[src/rtl/adp_pkg.sv]
`default_nettype none

package adp_pkg;

    // fixed field widths
    localparam int FIELD_W       = 16;
    localparam int ROT_W         = 4;
    localparam int COUNT_W       = 35;
    localparam int NUM_STATES    = 8;
    localparam int STATE_W       = 3;
    localparam int NUM_STARTS    = 4;
    localparam int START_W       = 2;
    localparam int DEF_WORD_BITS = 16;

    typedef logic [FIELD_W-1:0] diff_t;
    typedef logic [ROT_W-1:0]   rot_t;
    typedef logic [COUNT_W-1:0] count_t;
    typedef logic [STATE_W-1:0] sf_state_t;

    // start states of the four chains; chain s ends in states 2s and 2s+1
    localparam sf_state_t START_STATE [NUM_STARTS] = '{3'd0, 3'd2, 3'd4, 3'd6};

    // bits fed to the s-function at the current position
    typedef struct packed {
        logic dc;
        logic dd;
        logic de;
        logic wrapped;
    } step_bits_t;

    // control of the difference shift registers
    typedef struct packed {
        logic load;
        logic shift;
    } sh_ctrl_t;

    // control of the state count registers
    typedef struct packed {
        logic      init;
        logic      step;
        sf_state_t start_state;
    } sf_ctrl_t;

endpackage

`default_nettype wire

[src/rtl/adp_shift.sv]
`default_nettype none

module adp_shift
    import adp_pkg::*;
#(
    parameter int WORD_BITS = DEF_WORD_BITS,
    localparam int PW = $clog2(WORD_BITS)
)
(
    input  wire  logic          clk,
    input  wire  logic          rst_n,
    input  wire  sh_ctrl_t      ctrl,
    input  wire  diff_t         diff_a,
    input  wire  diff_t         diff_b,
    input  wire  diff_t         diff_d,
    input  wire  diff_t         diff_e,
    input  wire  logic [PW-1:0] rot_mod,
    output       step_bits_t    bits
);

    localparam int EXT_W = (WORD_BITS > FIELD_W) ? WORD_BITS : FIELD_W;

    logic [WORD_BITS-1:0] dc_sh_reg;
    logic [WORD_BITS-1:0] dd_sh_reg;
    logic [WORD_BITS-1:0] de_sh_reg;
    logic [PW-1:0]        rp_reg;

    diff_t                dc_sum;
    logic [EXT_W-1:0]     dc_ext;
    logic [EXT_W-1:0]     dd_ext;
    logic [EXT_W-1:0]     de_ext;
    logic [WORD_BITS-1:0] dc_w;
    logic [WORD_BITS-1:0] dd_w;
    logic [WORD_BITS-1:0] de_w;
    logic [WORD_BITS-1:0] dd_rot;
    logic [WORD_BITS-1:0] de_rot;

    // sum difference of the adder, cut or padded to the word
    always_comb
    begin
        dc_sum = diff_a + diff_b;
        dc_ext = EXT_W'(dc_sum);
        dd_ext = EXT_W'(diff_d);
        de_ext = EXT_W'(diff_e);
        dc_w   = dc_ext[WORD_BITS-1:0];
        dd_w   = dd_ext[WORD_BITS-1:0];
        de_w   = de_ext[WORD_BITS-1:0];
    end

    // pre-rotate d and e so that bit 0 lines up with the rotated position
    always_comb
    begin
        logic [PW:0] idx;
        idx    = '0;
        dd_rot = '0;
        de_rot = '0;
        for (int i = 0; i < WORD_BITS; i++)
        begin
            idx = (PW+1)'(i) + {1'b0, rot_mod};
            if (idx >= (PW+1)'(WORD_BITS))
            begin
                idx = idx - (PW+1)'(WORD_BITS);
            end
            dd_rot[i] = dd_w[idx[PW-1:0]];
            de_rot[i] = de_w[idx[PW-1:0]];
        end
    end

    // circular shift, one bit position per cycle while shift is set; a full pass restores the words
    always_ff @(posedge clk or negedge rst_n)
    begin
        if (!rst_n)
        begin
            dc_sh_reg <= '0;
            dd_sh_reg <= '0;
            de_sh_reg <= '0;
            rp_reg    <= '0;
        end
        else if (ctrl.load)
        begin
            dc_sh_reg <= dc_w;
            dd_sh_reg <= dd_rot;
            de_sh_reg <= de_rot;
            rp_reg    <= rot_mod;
        end
        else if (ctrl.shift)
        begin
            dc_sh_reg <= {dc_sh_reg[0], dc_sh_reg[WORD_BITS-1:1]};
            dd_sh_reg <= {dd_sh_reg[0], dd_sh_reg[WORD_BITS-1:1]};
            de_sh_reg <= {de_sh_reg[0], de_sh_reg[WORD_BITS-1:1]};
            if (rp_reg == PW'(WORD_BITS - 1))
            begin
                rp_reg <= '0;
            end
            else
            begin
                rp_reg <= rp_reg + PW'(1);
            end
        end
    end

    assign bits.dc      = dc_sh_reg[0];
    assign bits.dd      = dd_sh_reg[0];
    assign bits.de      = de_sh_reg[0];
    assign bits.wrapped = (rp_reg == '0);

endmodule

`default_nettype wire

[config.mk]
export PLATFORM = sky130hd
export DESIGN_NAME = adp_shift
export DESIGN_NICKNAME = d
export VERILOG_FILES = /design/src/rtl/adp_pkg.sv /design/src/rtl/adp_shift.sv
export SDC_FILE = /design/constraint.sdc
export NUM_CORES = 1
export LEC_CHECK = 0
export ABC_CLOCK_PERIOD_IN_PS = 2800
export BUFFER_PORTS_ARGS = -buffer_cell sky130_fd_sc_hd__buf_2
export CAP_MARGIN = 20
export CELL_PAD_IN_SITES_DETAIL_PLACEMENT = 0
export CELL_PAD_IN_SITES_GLOBAL_PLACEMENT = 2
export CORE_UTILIZATION = 41
export CTS_BUF_LIST = sky130_fd_sc_hd__clkbuf_4 sky130_fd_sc_hd__clkbuf_8
export DETAILED_ROUTE_END_ITERATION = 7
export PLACE_DENSITY = 0.91
export SYNTH_ARGS = -nofsm -noshare
export SYNTH_HDL_FRONTEND = slang
export SYNTH_SLANG_ARGS = --single-unit
[constraint.sdc]
create_clock -name clk -period 2.8 [get_ports clk]
set_input_delay 0.56 -clock clk [delete_from_list [all_inputs] [get_ports clk]]
set_output_delay 0.56 -clock clk [all_outputs]
set_load 0.1 [all_outputs]
After elaboration in Yosys (flattened, before gate mapping)
Index checks and enable logic that the tools add are counted.

Output and inout bits: 4. Logic and storage cells: 161. Bits in registers: 52. Bits of input ports: 72.

Mux-type cells: 89. Equal/unequal tests: 1. Reduce and logical (&&, ||, !) cells: 2. $lt $le $gt $ge: 32. Add/subtract/negate cells: 33.

Operators with widths (number): 1-bit binary-select mux with 4-bit select (32); 16-bit 2-to-1 mux (6); 4-bit by 5-bit < comparator with 1-bit output (second input constant) (16); 4-bit 2-to-1 mux (19); 5-bit >= comparator (second input constant) (15); 4-bit by 1-bit subtractor with 4-bit output (second input constant) (16); 4-bit by 4-bit adder with 5-bit output (first input constant) (8); 1-bit 2-to-1 mux (32); 3-bit by 4-bit adder with 5-bit output (first input constant) (4); 16-bit adder (1); 2-bit by 4-bit adder with 5-bit output (first input constant) (2); 1-bit by 4-bit adder with 5-bit output (first input constant) (1); 4-bit by 5-bit >= comparator with 1-bit output (second input constant) (1); 4-bit by 1-bit adder with 4-bit output (second input constant) (1); 4-bit equality test (second input constant) (1); 4-bit logical NOT (1); 2-bit nonzero test (1).

Longest topological paths before layout
Gate-level depths: netlist of run 1.

Depth after elaboration: 6. Gate-level depth with buffers: 11. Mapped depth without buffers: 7.

Least setup slack after synthesis of run 1
No wires, ideal clock.

Kind: reg2out. Start point: register rp_reg[0]. End point: output port bits[0] in the netlist's numbering. Path slack: -550 ps. Data arrival time: 2790 ps. Stages on the path, launching flop included: 4. Required time: 2240 ps. Path buffers: 0. Path through: dfrtp_1 inv_1 ha_1 nor3b_1.

RTL lines: from (decl) (line adp_shift.sv:26) `logic [PW-1:0] rp_reg;`; from (signal assigned) (line adp_shift.sv:84) `rp_reg <= rot_mod;`; from (signal assigned) (line adp_shift.sv:97) `rp_reg <= rp_reg + PW'(1);`; to (decl) (line adp_shift.sv:18) `output step_bits_t bits`.

Worst setup path in the final report of run 1
Start point: input port diff_a[8]. End point: register dc_sh_reg[15].

Word-level cells in the longest chain between the ends: 2.

RTL lines: from (decl) (line adp_shift.sv:13) `input wire diff_t diff_a,`; 16-bit adder (line adp_shift.sv:41) `dc_sum = diff_a + diff_b;`; 16-bit 2-to-1 mux (line adp_shift.sv:79) `else if (ctrl.load)`; to (signal assigned) (line adp_shift.sv:81) `dc_sh_reg <= dc_w;`; to (signal assigned) (line adp_shift.sv:88) `dc_sh_reg <= {dc_sh_reg[0], dc_sh_reg[WORD_BITS-1:1]};`; to (decl) (line adp_shift.sv:23) `logic [WORD_BITS-1:0] dc_sh_reg;`.

Every way passes these cells. A chain may end at the register's enable or synchronous reset.

==> metrics.txt, run 1 <==
status=completed; worst slew pin tran=0.685 ns; sequential share of the synthesized area=0.259; total track usage=0.189; core area=12,000 µm²; most used cell, CP=a211oi_1; most frequent cells after synthesis=mux2i_1, nand2_1, dfrtp_1, mux4_2, o21ai_1; cts bufs inserted=5; final hold vios=0; Slew HR=0.543; CTS tree=built; Adder-Cell Fraction of Synth Area=0.0637; number of global-route vias before repair=3,717; largest net degree at the start of global routing=76; GPL Wtd Cong=0.836; ys flop type=dfrtp_1; crit share post-route=0.800; Horiz. Die Dim=113 µm; Reg-to-Reg End=rp_reg[0]; multiplexer share of the synthesized area=0.341; VDD IR max=0.218 mV; clk buf depth=2; Mapped Nets=584; Pre-antenna DRT Iters=7; drc violations=0; RSZ-0062 raised after global routing=no; Starting Density=0.420; Highest Clock Rate=446 MHz; synth top area cells=dfrtp_1, mux4_2, mux2i_1; YS warnings=0; Crit path max-delay family=compound AO/OA/AOI/OAI gates; R2R setup slack=1.34 ns; Worst-path clk slew=0.11 ns; final setup violation count=0; crit-path cells=buf_2 > ha_1 > and4_1 > o211ai_1 > a211oi_1 > mux2i_1 > a211oi_1; total number of vias=4,018; met2 GRT Util=0.290; area leader, netlist=dfrtp_1; Slew Limit Fails=0; DR iter-0 viols=253; Final Routed Wirelength=11,700 µm; XOR/XNOR share of the synthesized area=0.0416; #FFs+latches synth=52; slowest CP cell=a211oi_1; HPWL after detailed placement=9080 µm; PwrDens=445 nW/µm²; count of unique library cells instantiated by Yosys=57; Post-Synth Simple-Gate Area=0.0936; CP startpoint kind=primary input; cell area after synthesis=5030 µm²; gr ovfl total=0; initial antenna violation count=0; Setup Total Neg Slack=0 ns; Nets=640; Post-synth EDFFs=0; Post-Syn Instances=487; Synth-to-Final Area Change=11.4%; first-pass GRT wire length=19,300 µm; R2R Path Start=rp_reg[0]; WP data arrival=2.47 ns; worst r2r path cells=5; # hold bufs at CTS=0; IO Port Bufs=75; layout cells sized above 1=0.265; most crowded layer after global routing=met2; CTS root buf=clkbuf_8; synthesized area per cell=10.3 µm²; H-Tree Depth=2; clk_lat worst skew=0.31 ns; post-cts resize count=0; Final Util=0.468; LEAKAGE=2.52 nW; Clock Sinks=52; top cell type's share of synthesized area=0.259; max incr delay on CP=0.49 ns; Max-Cap Viols=0; Critical Path Stages=7; crit end category=flop; most common cell in the netlist=mux2i_1; ys async rst share=1.00; Buf+Inv Stages, Crit Path=1; CP max FO=8; Setup Skew=0.00711 ns; Top Ports=76; Die ar.=12,700 µm²; largest family of logic cells by synthesized area=multiplexers; GRT met1 Usage=0.290; antenna-violating nets left=0; met3 Track Usage GR=0.0214; number of antenna diodes=0; Rows=40; post-layout min period=2.24 ns; WL per Instance=16.9 µm; Req. time, crit path=3.03 ns; post-DR vias/cell=5.81; CP Class=primary input to flop; die extent in y=113 µm; Hold Path Class=primary input to asynchronous set/reset pin; post-CTS setup buffers=0; post-synthesis compound-gate area fraction=0.154
-- report_power, final --
| group | internal [mW] | switching, mW |
|---|---|---|
| sequential | 0.889 | 0.0876 |
| combinational | 0.482 | 0.574 |
| clock | 0.184 | 0.274 |
-- cell families (layout without fill, tap and decap cells) --
logic type	count (synthesis)	in the layout
compound gates	116	116
simple gates	101	101
buf+inv	45	102
xor+xnor	23	23
mux	125	125
fa+ha+maj	25	25
flops	52	52
-- placed cells by master, fill, tap and decap left out, drive strengths merged, types with 8 or more instances in the layout --
cell,Yosys,final
buf,23,86
mux2i,77,77
nand2,56,56
dfrtp,52,52
mux4,36,36
o21ai,33,33
ha,24,24
a211oi,22,22
a21oi,21,21
nor2b,15,15
xnor2,14,14
mux2,12,12
nor2,11,11
xor2,9,9
a21o,9,9
inv,7,8
-- through the flow --
step	total power, mW	area (µm²)	worst slack, ns	cells	hold WS, ns
after global routing	2.66	5600	0.465	691	0.413
after detailed placement	2.05	5510	0.266	683	0.537
after floorplan	1.77	5030	0.291	487	0.264
final	2.49	5600	0.559	691	0.369
after global placement	2.02	5510	0.297	683	0.525
after CTS	2.51	5600	0.591	691	0.399
-- metal layers --
metal | vias up | part of all wire
li1 | 1965 | -
met1 | 1922 | 0.50
met2 | 121 | 0.44
met3 | 10 | 0.043
met4 | 0 | 0.0096
met5 | - | 0
-- final cells by class --
cell class | count | area (µm²)
Clock buffer | 5 | 68.8
Tap cell | 147 | 184
Sequential cell | 52 | 1300
Fill cell | 1143 | 6360
Multi-Input combinational cell | 390 | 3490
Timing Repair Buffer | 86 | 495
Clock inverter | 3 | 27.5
Inverter | 8 | 30.0
-- worst max path at each step --
stage | slack [ns] | startpoint | endpoint
after floorplan | 0.29 | rot_mod[1] | dd_sh_reg[13]
after global placement | 0.30 | diff_a[10] | dc_sh_reg[15]
after detailed placement | 0.27 | diff_a[0] | dc_sh_reg[10]
after CTS | 0.59 | diff_a[0] | dc_sh_reg[10]
after global routing | 0.47 | diff_a[0] | dc_sh_reg[10]
final | 0.56 | diff_a[8] | dc_sh_reg[15]
No activity file was read; power rests on OpenSTA's default activity.
==> run 2: changes to the inputs <==
ABC_CLOCK_PERIOD_IN_PS = 1900   (was 2800)
CORE_UTILIZATION = 35   (was 41)
PLACE_DENSITY = 0.83   (was 0.91)
clock period = 1.9 ns   (was 2.8 ns; I/O delays follow)
==> run 2 against run 1 <==
Against the previous run: die area up 17%; highest routed layer unchanged; routed wire length increased by 9.6%; combinational power is 67% higher; cell area increased by 12%; final cell count increased by 14%; register-to-register slack lost 0.77 ns; sequential share of layout area decreased by 2.5 points; power rose by 62%; non-clock buffer count rose by 63; largest power group unchanged; clock skew increased by 0.0056 ns; sequential cell count stayed put; sequential power is 47% higher.
==> metrics.txt, run 2 (same netlist as run 1, synthesis figures left out) <==
WP data arrival=2.01 ns (was 2.47 ns); CTS root buf=clkbuf_8 (unchanged); crit path setup slack, layout=0.0749 ns (was 0.559 ns); post-cts resize count=0 (unchanged); Top Ports=76 (unchanged); VDD IR max=0.448 mV (was 0.218 mV); Final Routed Wirelength=12,800 µm (was 11,700 µm); Clock Power Share=0.203 (was 0.184); CTS tree=built (unchanged); first-pass GRT wire length=21,400 µm (was 19,300 µm); status=completed (unchanged); slowest CP cell=a221oi_4 (was a211oi_1); HPWL after detailed placement=10,200 µm (was 9080 µm); post-layout min period=1.83 ns; initial antenna violation count=0 (unchanged); # hold bufs at CTS=0 (unchanged); LEAKAGE=2.87 nW (was 2.52 nW); total track usage=0.183 (was 0.189); Clock Sinks=52 (unchanged); clk_lat worst skew=0.32 ns (was 0.31 ns); RSZ-0062 raised after global routing=no (unchanged); crit end category=flop (unchanged); P_sw=1.42 mW (was 0.935 mW); Highest Clock Rate=548 MHz; drc violations=0 (unchanged); Crit path max-delay family=compound AO/OA/AOI/OAI gates (unchanged); Logic pwr share=0.440 (was 0.424); core area=13,900 µm² (was 12,000 µm²); post-CTS setup buffers=0 (unchanged); Power Total=4.02 mW (was 2.49 mW); Die ar.=14,900 µm² (was 12,700 µm²); most frequent cells in the layout=mux2i_1, buf_2, buf_4 (was mux2i_1, buf_2, nand2_1); switching share of total power=0.353 (was 0.376); post-DR vias/cell=5.55 (was 5.81); Nets=703 (was 640); GPL Wtd Cong=0.935 (was 0.836); CP max FO=7 (was 8); Max-Cap Viols=0 (unchanged); Buf+Inv Stages, Crit Path=2 (was 1); Rows=43 (was 40); number of antenna diodes=0 (unchanged); crit share post-route=0.961; Slew HR=0.597 (was 0.543); Starting Density=0.361 (was 0.420); PwrDens=641 nW/µm² (was 445 nW/µm²); Pre-antenna DRT Iters=4 (was 7); Hold Path Class=primary input to asynchronous set/reset pin (unchanged); die extent in y=122 µm (was 113 µm); Worst-path clk slew=0.10 ns (was 0.11 ns); final hold vios=0 (unchanged); final setup violation count=0 (unchanged); WL per Instance=16.3 µm (was 16.9 µm); Horiz. Die Dim=122 µm (was 113 µm); largest net degree at the start of global routing=47 (was 76); IO Port Bufs=75 (unchanged); gr ovfl total=0 (unchanged); H-Tree Depth=2 (unchanged); Placement Setup Slack=-0.232 ns (was 0.266 ns); Reg power frac=0.358 (was 0.392); DR iter-0 viols=240 (was 253); Internal=2.61 mW (was 1.55 mW); antenna-violating nets left=0 (unchanged); CP Class=primary input to flop (unchanged); number of global-route vias before repair=4,276 (was 3,717); crit-path cells=buf_2 > ha_1 > a21o_1 > a221oi_4 > buf_4 > nor3b_1 > a211oi_1 (was buf_2 > ha_1 > and4_1 > o211ai_1 > a211oi_1 > mux2i_1 > a211oi_1); CP startpoint kind=primary input (unchanged); worst slew pin tran=0.601 ns (was 0.685 ns); max incr delay on CP=0.39 ns (was 0.49 ns); layout cells sized above 1=0.351 (was 0.265); Setup Skew=0.0127 ns (was 0.00711 ns); most common cell after layout, fill and taps aside=mux2i_1 (unchanged); total number of vias=4,367 (was 4,018); Req. time, crit path=2.09 ns (was 3.03 ns); cts bufs inserted=5 (unchanged); Slew Limit Fails=0 (unchanged); Synth-to-Final Area Change=24.8% (was 11.4%); clk buf depth=2 (unchanged); smallest hold slack=0.00335 ns (was 0.369 ns)
[run 2: changes by cell type in the layout (fill, tap and decap cells not counted), sizes merged]
| cell | delta |
|---|---|
| inv | -1 |
| buf | +63 |
| bufinv | +1 |
| clkbuf | +1 |
| clkinvlp | -1 |
[run 2: cell type report]
cell class / instances / area, µm²
fill: 1354 / 7660
multi-input combinational: 390 / 3550
sequential: 52 / 1300
timing repair buffer: 149 / 1050
tap: 180 / 225
clock buffer: 6 / 82.6
clock inverter: 2 / 38.8
inverter: 8 / 35.0
[run 2: path summary, 6_finish.rpt]
path,slack [ns],to,depth (start not counted),startpoint
min in group clk,0.40,dc_sh_reg[0],3,ctrl[1]
worst max-delay path,0.07,dc_sh_reg[11],7,diff_a[9]
worst max register to register,0.57,rp_reg[3],4,rp_reg[1]
worst min register to register,0.55,de_sh_reg[12],2,de_sh_reg[13]
worst min-delay path,0.003,rp_reg[3],1,rst_n
max in group asynchronous,1.34,dd_sh_reg[13],2,rst_n
[run 2: power by group through the flow]
stage,sequential (mW),clock (mW),combinational [mW]
after floorplan,1.41,0,1.23
after global placement,1.45,0,1.74
after global routing,1.47,0.892,1.94
after CTS,1.44,0.845,1.78
after detailed placement,1.46,0,1.77
final,1.44,0.815,1.77
[run 2: metal layers]
| metal | wire (µm) | share of wire | track usage |
|---|---|---|---|
| met5 | 0 | 0 | 0 |
| met4 | 157 | 0.012 | 0.0347 |
| met3 | 508 | 0.040 | 0.0276 |
| met2 | 6200 | 0.48 | 0.305 |
| met1 | 5960 | 0.46 | 0.251 |
[run 2: through the flow]
step | utilization | std cells | area (µm²) | setup TNS (ns)
after global placement | 0.442 | 779 | 6150 | -4.41
after CTS | 0.450 | 787 | 6280 | 0
after detailed placement | 0.442 | 779 | 6150 | -5.60
after global routing | 0.450 | 787 | 6280 | 0
final | 0.450 | 787 | 6280 | 0
after floorplan | - | 487 | 5150 | -1.59
