### src/rtl/adp_pkg.sv
`default_nettype none

package adp_pkg;

    // fixed field widths
    localparam int FIELD_W       = 16;
    localparam int ROT_W         = 4;
    localparam int COUNT_W       = 35;
    localparam int NUM_STATES    = 8;
    localparam int STATE_W       = 3;
    localparam int NUM_STARTS    = 4;
    localparam int START_W       = 2;
    localparam int DEF_WORD_BITS = 16;

    typedef logic [FIELD_W-1:0] diff_t;
    typedef logic [ROT_W-1:0]   rot_t;
    typedef logic [COUNT_W-1:0] count_t;
    typedef logic [STATE_W-1:0] sf_state_t;

    // start states of the four chains; chain s ends in states 2s and 2s+1
    localparam sf_state_t START_STATE [NUM_STARTS] = '{3'd0, 3'd2, 3'd4, 3'd6};

    // bits fed to the s-function at the current position
    typedef struct packed {
        logic dc;
        logic dd;
        logic de;
        logic wrapped;
    } step_bits_t;

    // control of the difference shift registers
    typedef struct packed {
        logic load;
        logic shift;
    } sh_ctrl_t;

    // control of the state count registers
    typedef struct packed {
        logic      init;
        logic      step;
        sf_state_t start_state;
    } sf_ctrl_t;

endpackage

`default_nettype wire

### src/rtl/adp_sfunc.sv
`default_nettype none

module adp_sfunc
    import adp_pkg::*;
(
    input  wire logic       clk,
    input  wire logic       rst_n,
    input  wire sf_ctrl_t   ctrl,
    input  wire step_bits_t bits,
    output      count_t     counts [NUM_STATES]
);

    count_t cnt_reg  [NUM_STATES];
    count_t cnt_next [NUM_STATES];

    // one s-function step over all eight states and four value pairs
    // the four pairs of a state either all reach one state or reach four
    // different ones, so a state adds its count once, four times or not at all
    always_comb
    begin
        logic      s1;
        logic      s2;
        logic      s3p;
        logic      a1;
        logic      b1;
        logic      a2;
        logic      b2;
        logic      c1;
        logic      c2;
        logic      o1;
        logic      o2;
        logic [1:0] xs;
        sf_state_t  uu;
        logic [1:0] vv;
        sf_state_t  tgt;
        logic [2:0] hits [NUM_STATES][NUM_STATES];
        count_t     term [NUM_STATES][NUM_STATES];
        s1 = 1'b0; s2 = 1'b0; s3p = 1'b0; a1 = 1'b0; b1 = 1'b0; a2 = 1'b0;
        b2 = 1'b0; c1 = 1'b0; c2 = 1'b0; o1 = 1'b0; o2 = 1'b0; xs = '0;
        uu = '0; vv = '0; tgt = '0;
        for (int u = 0; u < NUM_STATES; u++)
        begin
            for (int t = 0; t < NUM_STATES; t++)
            begin
                hits[u][t] = '0;
                term[t][u] = '0;
            end
        end

        // value pairs of each state that agree with the e bit
        for (int u = 0; u < NUM_STATES; u++)
        begin
            uu  = STATE_W'(u);
            s1  = uu[0];
            // carry of d and borrow of e start afresh at the wrapped position
            s2  = bits.wrapped ? 1'b0 : uu[1];
            s3p = bits.wrapped ? 1'b1 : uu[2];
            for (int v = 0; v < 4; v++)
            begin
                vv  = 2'(v);
                a1  = vv[0];
                b1  = vv[1];
                a2  = a1 ^ bits.dc ^ s1;
                b2  = b1 ^ bits.dd ^ s2;
                o1  = (a1 & bits.dc) | (a1 & s1) | (bits.dc & s1);
                o2  = (b1 & bits.dd) | (b1 & s2) | (bits.dd & s2);
                c1  = a1 ^ b1;
                c2  = a2 ^ b2;
                xs  = {1'b0, c2} + 2'd1 - {1'b0, c1} + {1'b0, s3p};
                tgt = {xs[1], o2, o1};
                if (xs[0] == bits.de)
                begin
                    hits[u][tgt] = hits[u][tgt] + 3'd1;
                end
            end
        end

        // weighted source counts, four hits being a shift by two
        for (int t = 0; t < NUM_STATES; t++)
        begin
            for (int u = 0; u < NUM_STATES; u++)
            begin
                if (hits[u][t][2])
                begin
                    term[t][u] = {cnt_reg[u][COUNT_W-3:0], 2'b00};
                end
                else if (hits[u][t][0])
                begin
                    term[t][u] = cnt_reg[u];
                end
            end
        end

        for (int t = 0; t < NUM_STATES; t++)
        begin
            cnt_next[t] = cnt_reg[t];
        end
        if (ctrl.init)
        begin
            for (int t = 0; t < NUM_STATES; t++)
            begin
                cnt_next[t] = '0;
            end
            cnt_next[ctrl.start_state] = COUNT_W'(1);
        end
        else if (ctrl.step)
        begin
            // balanced adder tree per target state
            for (int t = 0; t < NUM_STATES; t++)
            begin
                cnt_next[t] = ((term[t][0] + term[t][1]) + (term[t][2] + term[t][3]))
                            + ((term[t][4] + term[t][5]) + (term[t][6] + term[t][7]));
            end
        end
    end

    // state count registers
    always_ff @(posedge clk or negedge rst_n)
    begin
        if (!rst_n)
        begin
            for (int t = 0; t < NUM_STATES; t++)
            begin
                cnt_reg[t] <= '0;
            end
        end
        else
        begin
            for (int t = 0; t < NUM_STATES; t++)
            begin
                cnt_reg[t] <= cnt_next[t];
            end
        end
    end

    assign counts = cnt_reg;

endmodule

`default_nettype wire

### config.mk
export PLATFORM = sky130hd
export DESIGN_NAME = adp_sfunc
export DESIGN_NICKNAME = d
export VERILOG_FILES = /design/src/rtl/adp_pkg.sv /design/src/rtl/adp_sfunc.sv
export SDC_FILE = /design/constraint.sdc
export NUM_CORES = 2
export LEC_CHECK = 0
export BUFFER_PORTS_ARGS = -buffer_cell sky130_fd_sc_hd__buf_2
export CAP_MARGIN = 20
export CELL_PAD_IN_SITES_DETAIL_PLACEMENT = 1
export CELL_PAD_IN_SITES_GLOBAL_PLACEMENT = 1
export CORE_UTILIZATION = 38
export CTS_BUF_LIST = sky130_fd_sc_hd__clkbuf_4
export DETAILED_ROUTE_END_ITERATION = 12
export GPL_ROUTABILITY_DRIVEN = 1
export PLACE_DENSITY_LB_ADDON = 0.1
export SETUP_SLACK_MARGIN = 0.02
export SLEW_MARGIN = 20
export SYNTH_ARGS = -nofsm -noshare
export SYNTH_HDL_FRONTEND = slang
export SYNTH_SLANG_ARGS = --single-unit
### constraint.sdc
create_clock -name clk -period 13.2 [get_ports clk]
set_input_delay 1.98 -clock clk [delete_from_list [all_inputs] [get_ports clk]]
set_output_delay 1.98 -clock clk [all_outputs]
set_load 0.01 [all_outputs]
After elaboration in Yosys (flattened, before gate mapping)
Memories as Yosys holds them, arrays and structs flattened.
Cells that the tools add are included.
- div/mod/pow operators: 0
- add/subtract/negate cells: 136
- order comparisons: 66
- reduce and logical (&&, ||, !) cells: 34
- multiplexer cells: 342
- shifts and indexed selects: 0
- equality and inequality tests: 32
- bitwise logic cells: 56
- multipliers: 0
- operators with widths (kind ; count):
    two-way mux 35 bit ; 129
    adder 35 bit ; 56
    two-way mux 24 bit ; 32
    bitwise mux 24 bit ; 24
    two-way mux 280 bit ; 2
    demux 3 bit (select 3 bit) ; 32
    two-way mux 3 bit ; 96
    binary-select mux 3 bit (select 3 bit) ; 24
    bitwise AND 24 bit ; 8
    >= comparator 4 bit, second input constant ; 33
    < comparator 4 x 1 -> 1 bit, second input constant ; 33
    NOT 3 -> 4 bit ; 33
    demux 35 bit (select 3 bit) ; 1
    adder 3 x 1 -> 3 bit, second input constant ; 32
    logical AND 1 bit ; 33
    adder 2 x 1 -> 2 bit ; 16
    adder 2 x 1 -> 2 bit, second input constant ; 16
    == test 1 bit ; 32
    adder 1 x 1 -> 2 bit, second input constant ; 8
    subtractor 2 x 1 -> 2 bit, second input constant ; 8
    bitwise XOR 1 bit ; 10
    two-way mux 1 bit ; 2
    NOT 1 bit ; 2
    OR 1 bit ; 2
    other kinds (2) ; 2
- bits in read-only memories: 192
- output and inout port bits: 280
- input port bits: 11
- register bits after elaboration: 280
- memories kept: 8
- RAM bits: 0
- bits in latches: 0
- memory list (name ; depth ; bits a word ; rd ports ; clocked after Yosys merged registers in ; wr ports ; line ; text):
    (name not given) ; 8 ; 3 ; 1 ; 0 ; 0 ; adp_sfunc.sv:73 ; hits[u][tgt] = hits[u][tgt] + 3'd1;
    (name not given) ; 8 ; 3 ; 1 ; 0 ; 0 ; adp_sfunc.sv:73 ;
    (name not given) ; 8 ; 3 ; 1 ; 0 ; 0 ; adp_sfunc.sv:73 ;
    (name not given) ; 8 ; 3 ; 1 ; 0 ; 0 ; adp_sfunc.sv:73 ;
    (name not given) ; 8 ; 3 ; 1 ; 0 ; 0 ; adp_sfunc.sv:73 ;
    (name not given) ; 8 ; 3 ; 1 ; 0 ; 0 ; adp_sfunc.sv:73 ;
    2 more memories ; n/a ; n/a ; n/a ; n/a ; n/a ; n/a ;

Longest topological paths before layout
- depth after elaboration: 37
- mapped depth: 44
- depth with buffers taken out: 37

Worst setup path before layout
No wires, ideal clock.
- path kind: input -> register
- start: in bits[2] (netlist name)
- end: reg cnt_reg (netlist bit counts[278])
- setup slack: 2078 ps
- data required time: 13117 ps
- stages: 40
- data arrival time: 11039 ps
- path buffers: 7
- path through: buf_2 -> inv_1 -> clkbuf_1 -> buf_1 -> ha_1 -> buf_4 -> buf_2 -> inv_1 -> ha_1 -> xnor2_2 -> o211ai_1 -> nor3_1 -> ha_1 -> nor2b_1 -> a21oi_1 -> a21o_1 -> mux2_2 -> nor2_1 -> (+4 left out) -> fa_1 -> inv_1 -> fa_1 -> fa_1 -> fa_1 -> inv_1 -> ha_1 -> a21o_1 -> a21o_1 -> a2111oi_0 -> o211ai_1 -> a21oi_1 -> o211a_1 -> o21bai_1 -> a21oi_1 -> o21ba_2 -> mux2_2 -> o22ai_1
- longest elaborated chain between the ends: 36
- elaborated cells between the ends (all ways): 503
- classes of those cells: add/sub (87); order compare (64); eq/ne (32); mux (226); bitwise (54); reduce/logical (32); memory (8)
- ends and longest elaborated chain (what ; line ; text):
    from (decl) ; adp_sfunc.sv:9 ; input wire step_bits_t bits,
    bitwise XOR 1 bit ; adp_sfunc.sv:64 ; b2 = b1 ^ bits.dd ^ s2;
    bitwise XOR 1 bit ; adp_sfunc.sv:68 ; c2 = a2 ^ b2;
    adder 1 x 1 -> 2 bit ; adp_sfunc.sv:69 ; xs = {1'b0, c2} + 2'd1 - {1'b0, c1} + {1'b0, s3p};
    adder 2 x 1 -> 2 bit ; adp_sfunc.sv:69 ;
    NOT 3 -> 4 bit (implied by the code) ; adp_sfunc.sv:73 ;
    memory read (8 x 3 bit) (tied with other cells) ; n/a ;
    two-way mux 3 bit (implied by the code) / logical AND 1 bit (equally long branches) ; adp_sfunc.sv:73 ;
    two-way mux 3 bit (implied by the code) ; adp_sfunc.sv:73 ;
    (+19 left out) ; n/a ;
    bitwise mux 24 bit ; adp_sfunc.sv:73 ;
    two-way mux 24 bit ; adp_sfunc.sv:71 ; if (xs[0] == bits.de)
    two-way mux 35 bit ; adp_sfunc.sv:87 ; else if (hits[u][t][0])
    two-way mux 35 bit ; adp_sfunc.sv:83 ; if (hits[u][t][2])
    adder 35 bit, on equally long branches (2 in series) ; adp_sfunc.sv:111, adp_sfunc.sv:112 ;
    adder 35 bit (*) ; adp_sfunc.sv:112 ; + ((term[t][4] + term[t][5]) + (term[t][6] + term[t][7]));
    two-way mux 280 bit (*) ; adp_sfunc.sv:106 ; else if (ctrl.step)
    two-way mux 280 bit (*) ; adp_sfunc.sv:98 ; if (ctrl.init)
    to (signal, indexed assignment) ; adp_sfunc.sv:131 ; cnt_reg[t] <= cnt_next[t];
    to (decl) ; adp_sfunc.sv:13 ; count_t cnt_reg [NUM_STATES];
Mark *: on every way between the ends. The rest lies on a longest branch, timed or not. The select of a mux whose other input is x is not followed.
A chain may end at the register's enable or synchronous reset.

Final worst setup path
- start: in bits[2] (netlist name)
- end: reg cnt_reg (netlist bit counts[104])
Same word-level chain as after synthesis.

==> results.py <==
metrics = {
    "routing": {
        "wl_um": 551000,
        "wl_met2_um": 221000,
        "top_layer": "met5",
        "firstDrtPassIters": 8,
        "vias_per_cell": 6.509,
        "vias": 89220,
        "wl_per_cell_um": 40.20,
        "drtAntennaViolNets": 0,
        "drc": 0,
        "first_iter_violations": 10670,
        "met3_length_um": 77080,
        "drt-met1-wl_um": 208500,
    },
    "synth": {
        "synth_edf_count": 0,
        "yosys_warnings": 0,
        "postSynth.asyncResetShare_pct": 100.0,
        "syn_avg_cell_area_sq_um": 8.341,
        "syn-instance-count": 10530,
        "synth_ff_type": "dfrtp_1",
        "synth_area_sq_um": 87840,
        "syn_nets": 12450,
        "synth-seq-area-share_pct": 7.977,
        "ys_ff_latch": 280,
        "ys_types": 97,
    },
    "clocking": {
        "cts_setup_buffers": 0,
        "cts_resized": 0,
        "path_clk_slew_ns": 0.07,
        "cts_tree": "done",
        "clk_latency_ns": 1.30,
        "cts_num_sinks": 280,
        "ctsHoldBuffers": 0,
        "h-tree-depth": 3,
        "numCtsBuffers": 108,
        "cts_root_buf": "clkbuf_4",
        "cts.path.max_buffers": 3,
    },
    "placement": {
        "numPortBuffers": 290,
        "post-dp-hpwl_um": 395200,
        "gp_congestion": 0.9931,
    },
    "worst_setup_path": {
        "crit_start": "bits[2]",
        "cp-end-kind": "flip-flop",
        "r2r_cells": 24,
        "path_class": "input port to flip-flop",
        "worstSetupStartpointType": "input port",
        "rr_startpoint": "counts[143]",
        "cpPeakStageDelay_ns": 0.96,
        "endpoint": "counts[104]",
        "reg2reg_slack_ns": 5.08,
        "critPathSlowestCell": "and2_2",
        "r2r-end": "counts[244]",
        "crit_required_ns": 14.31,
        "critical_path_arrival_ns": 13.06,
        "cp_max_fo": 16,
    },
    "timing": {
        "max_slew_margin_pct": 15.01,
        "slew_violations": 0,
        "post-route-min-period_ns": 11.96,
        "rsz0062_at_grt": "false",
        "finClkSkew_ns": 0.1405,
        "fmax_mhz": 83.63,
        "fin_tns_setup_ns": 0,
        "hold_viol": 0,
        "fin_crit_sh_pct": 90.58,
        "finalSetupViolations": 0,
        "tightest_slew_ns": 1.275,
    },
    "pwr": {
        "ir_worst_vdd_mv": 0.06357,
        "power_density_nw_per_um2": 38.54,
        "p_leak_nw": 45.57,
    },
    "grt": {
        "grt_pass1_wl_um": 752400,
        "first_global_vias": 92620,
        "grt_usage_pct": 47.01,
        "grt_max_degree": 115,
        "overflow": 0,
        "antenna_found_initial": 46,
    },
    "final_layout": {
        "multi_input_area_sq_um": 71490,
        "area_growth_pct": 9.383,
        "drive_gt1_share_pct": 10.91,
        "fin_util_pct": 41.79,
        "ff_latch_area_sq_um": 7008,
        "largest_reg_flops": 280,
        "nNetsFinal": 12500,
        "fillCellCount": 27410,
    },
    "flow_run": {
        "maxCapViolations": 0,
    },
    "floorplan": {
        "die_h_um": 482.8,
        "die-area_sq_um": 233100,
        "core-area_sq_um": 229900,
        "io_pins": 291,
        "fp.dieW_um": 482.8,
        "rows": 176,
        "start_util_pct": 38.21,
    },
    "hold_path": {
        "hp-class": "flip-flop to flip-flop",
    },
    "status": {
        "outcome": "finished clean",
    },
}
how the worst min path moves through the flow:
stage                            from          end  slack [ns]  depth (start not counted)
after floorplan            counts[88]   counts[88]        0.59                          2
after global placement    counts[234]  counts[234]        0.47                          2
after detailed placement  counts[234]  counts[234]        0.48                          2
after CTS                 counts[234]  counts[234]        0.49                          2
after global routing      counts[234]  counts[234]        0.51                          2
final                     counts[234]  counts[234]        0.49                          2
cells in the mapped netlist, types with 8 or more instances:
| library cell | count | area share (%) |
|---|---|---|
| inv_1 | 1816 | 7.8 |
| fa_1 | 1574 | 36 |
| nand2_1 | 1080 | 4.6 |
| clkbuf_1 | 759 | 3.2 |
| nor2_1 | 690 | 2.9 |
| a22o_1 | 613 | 6.1 |
| o21ai_0 | 397 | 2.3 |
| a21oi_1 | 344 | 2.0 |
| mux2i_1 | 336 | 3.8 |
| ha_1 | 331 | 4.7 |
| and2_1 | 294 | 2.1 |
| dfrtp_1 | 280 | 8.0 |
| and3_1 | 272 | 1.9 |
| a22oi_1 | 246 | 2.1 |
| xnor2_1 | 210 | 2.1 |
| nand3_1 | 201 | 1.1 |
| a21o_1 | 130 | 1.1 |
| xor2_1 | 102 | 1.0 |
| buf_1 | 66 | 0.28 |
| nand2b_1 | 64 | 0.46 |
| nor3_1 | 64 | 0.36 |
| nor2b_1 | 56 | 0.40 |
| a211oi_1 | 51 | 0.44 |
| o21a_1 | 49 | 0.42 |
| mux2_2 | 45 | 0.58 |
| a31oi_1 | 39 | 0.28 |
| o21bai_1 | 37 | 0.32 |
| o211ai_1 | 33 | 0.28 |
| buf_2 | 24 | 0.14 |
| o31ai_1 | 22 | 0.19 |
| or3_1 | 20 | 0.14 |
| o22ai_1 | 19 | 0.14 |
| nand3b_1 | 17 | 0.15 |
| nor4_1 | 15 | 0.11 |
| nand4_1 | 12 | 0.085 |
| a2111oi_0 | 11 | 0.11 |
| a21boi_0 | 11 | 0.094 |
| or2_2 | 11 | 0.078 |
| a31o_2 | 9 | 0.090 |
| o2111ai_1 | 9 | 0.090 |
| a211o_1 | 8 | 0.080 |
| xnor3_1 | 8 | 0.21 |
worst max-delay path, delay by kind of cell:
| family | cells | cell delay [ns] |
|---|---|---|
| simple gates | 3 | 1.78 |
| buf+inv | 9 | 1.53 |
| compound gates | 13 | 3.91 |
| fa+ha+maj | 8 | 3.72 |
| xor+xnor | 1 | 0.08 |
cells in the final DEF (no fill, tap or decap), types with 37 or more instances in the layout:
master       n
o21bai_1    37
ha_1       327
xor2_1     101
mux2i_1    336
nand2_1   1072
a211oi_1    50
and2_1     286
nor3_1      56
nand2b_1    61
inv_1     1816
a31oi_1     38
mux2_2      45
and3_1     271
o21a_1      48
o21ai_0    393
nor2b_1     51
a21o_1     130
a21oi_1    337
clkinv_1    37
dfrtp_1    279
clkbuf_4   141
a22oi_1    246
buf_2      287
buf_4      489
xnor2_1    209
fa_1      1574
nor2_1     652
nand3_1    199
a22o_1     611
nor2_4      38
cell type report:
| class | count | share of cell area [%] |
|---|---|---|
| inverters | 1816 | 7.095 |
| diodes | 19 | 0.04949 |
| multi-input cells | 7572 | 74.40 |
| flip-flops and latches | 280 | 7.294 |
| repair buffers | 804 | 5.875 |
| clock buffers | 141 | 1.102 |
| clock inverters | 49 | 0.2396 |
| well taps | 3026 | 3.941 |
cell families (layout without fill, tap and decap cells):
logic type | count (synthesis) | after routing | synth area share (%)
fa+ha+maj | 1907 | 1907 | 40.61
xor+xnor | 324 | 324 | 3.390
simple gates | 2833 | 2833 | 14.88
compound gates | 2127 | 2127 | 17.17
buf+inv | 2679 | 2810 | 11.57
other cells | 0 | 19 | 0
mux | 381 | 381 | 4.406
flops | 280 | 280 | 7.977
per-stage QoR:
step           setup slack [ns]  cell area (sq um)  total power, mW  cells  hold WS, ns
2_1_floorplan             2.078              87840            1.575  10530       0.5936
3_3_place_gp             0.6124              94680            2.412  13500       0.4731
3_5_place_dp             0.4061              94730            2.425  13500       0.4765
4_1_cts                   1.714              96020            3.623  13690       0.4926
5_1_grt                  0.9606              96040            3.734  13690       0.5136
6_report                  1.243              96080            3.702  13710       0.4874
power breakdown:
group	switching, mW	internal, mW
registers	0.0522	0.876
clock network	0.677	0.516
logic	1.24	0.343
total	1.97	1.73
routing by layer:
metal | vias to the layer above | global-route usage, %
met5 | - | 1.409
met4 | 40 | 31.14
met3 | 1864 | 18.73
met2 | 6947 | 65.72
met1 | 46270 | 59.38
li1 | 34100 | -
(Power assumes the default switching activity.)
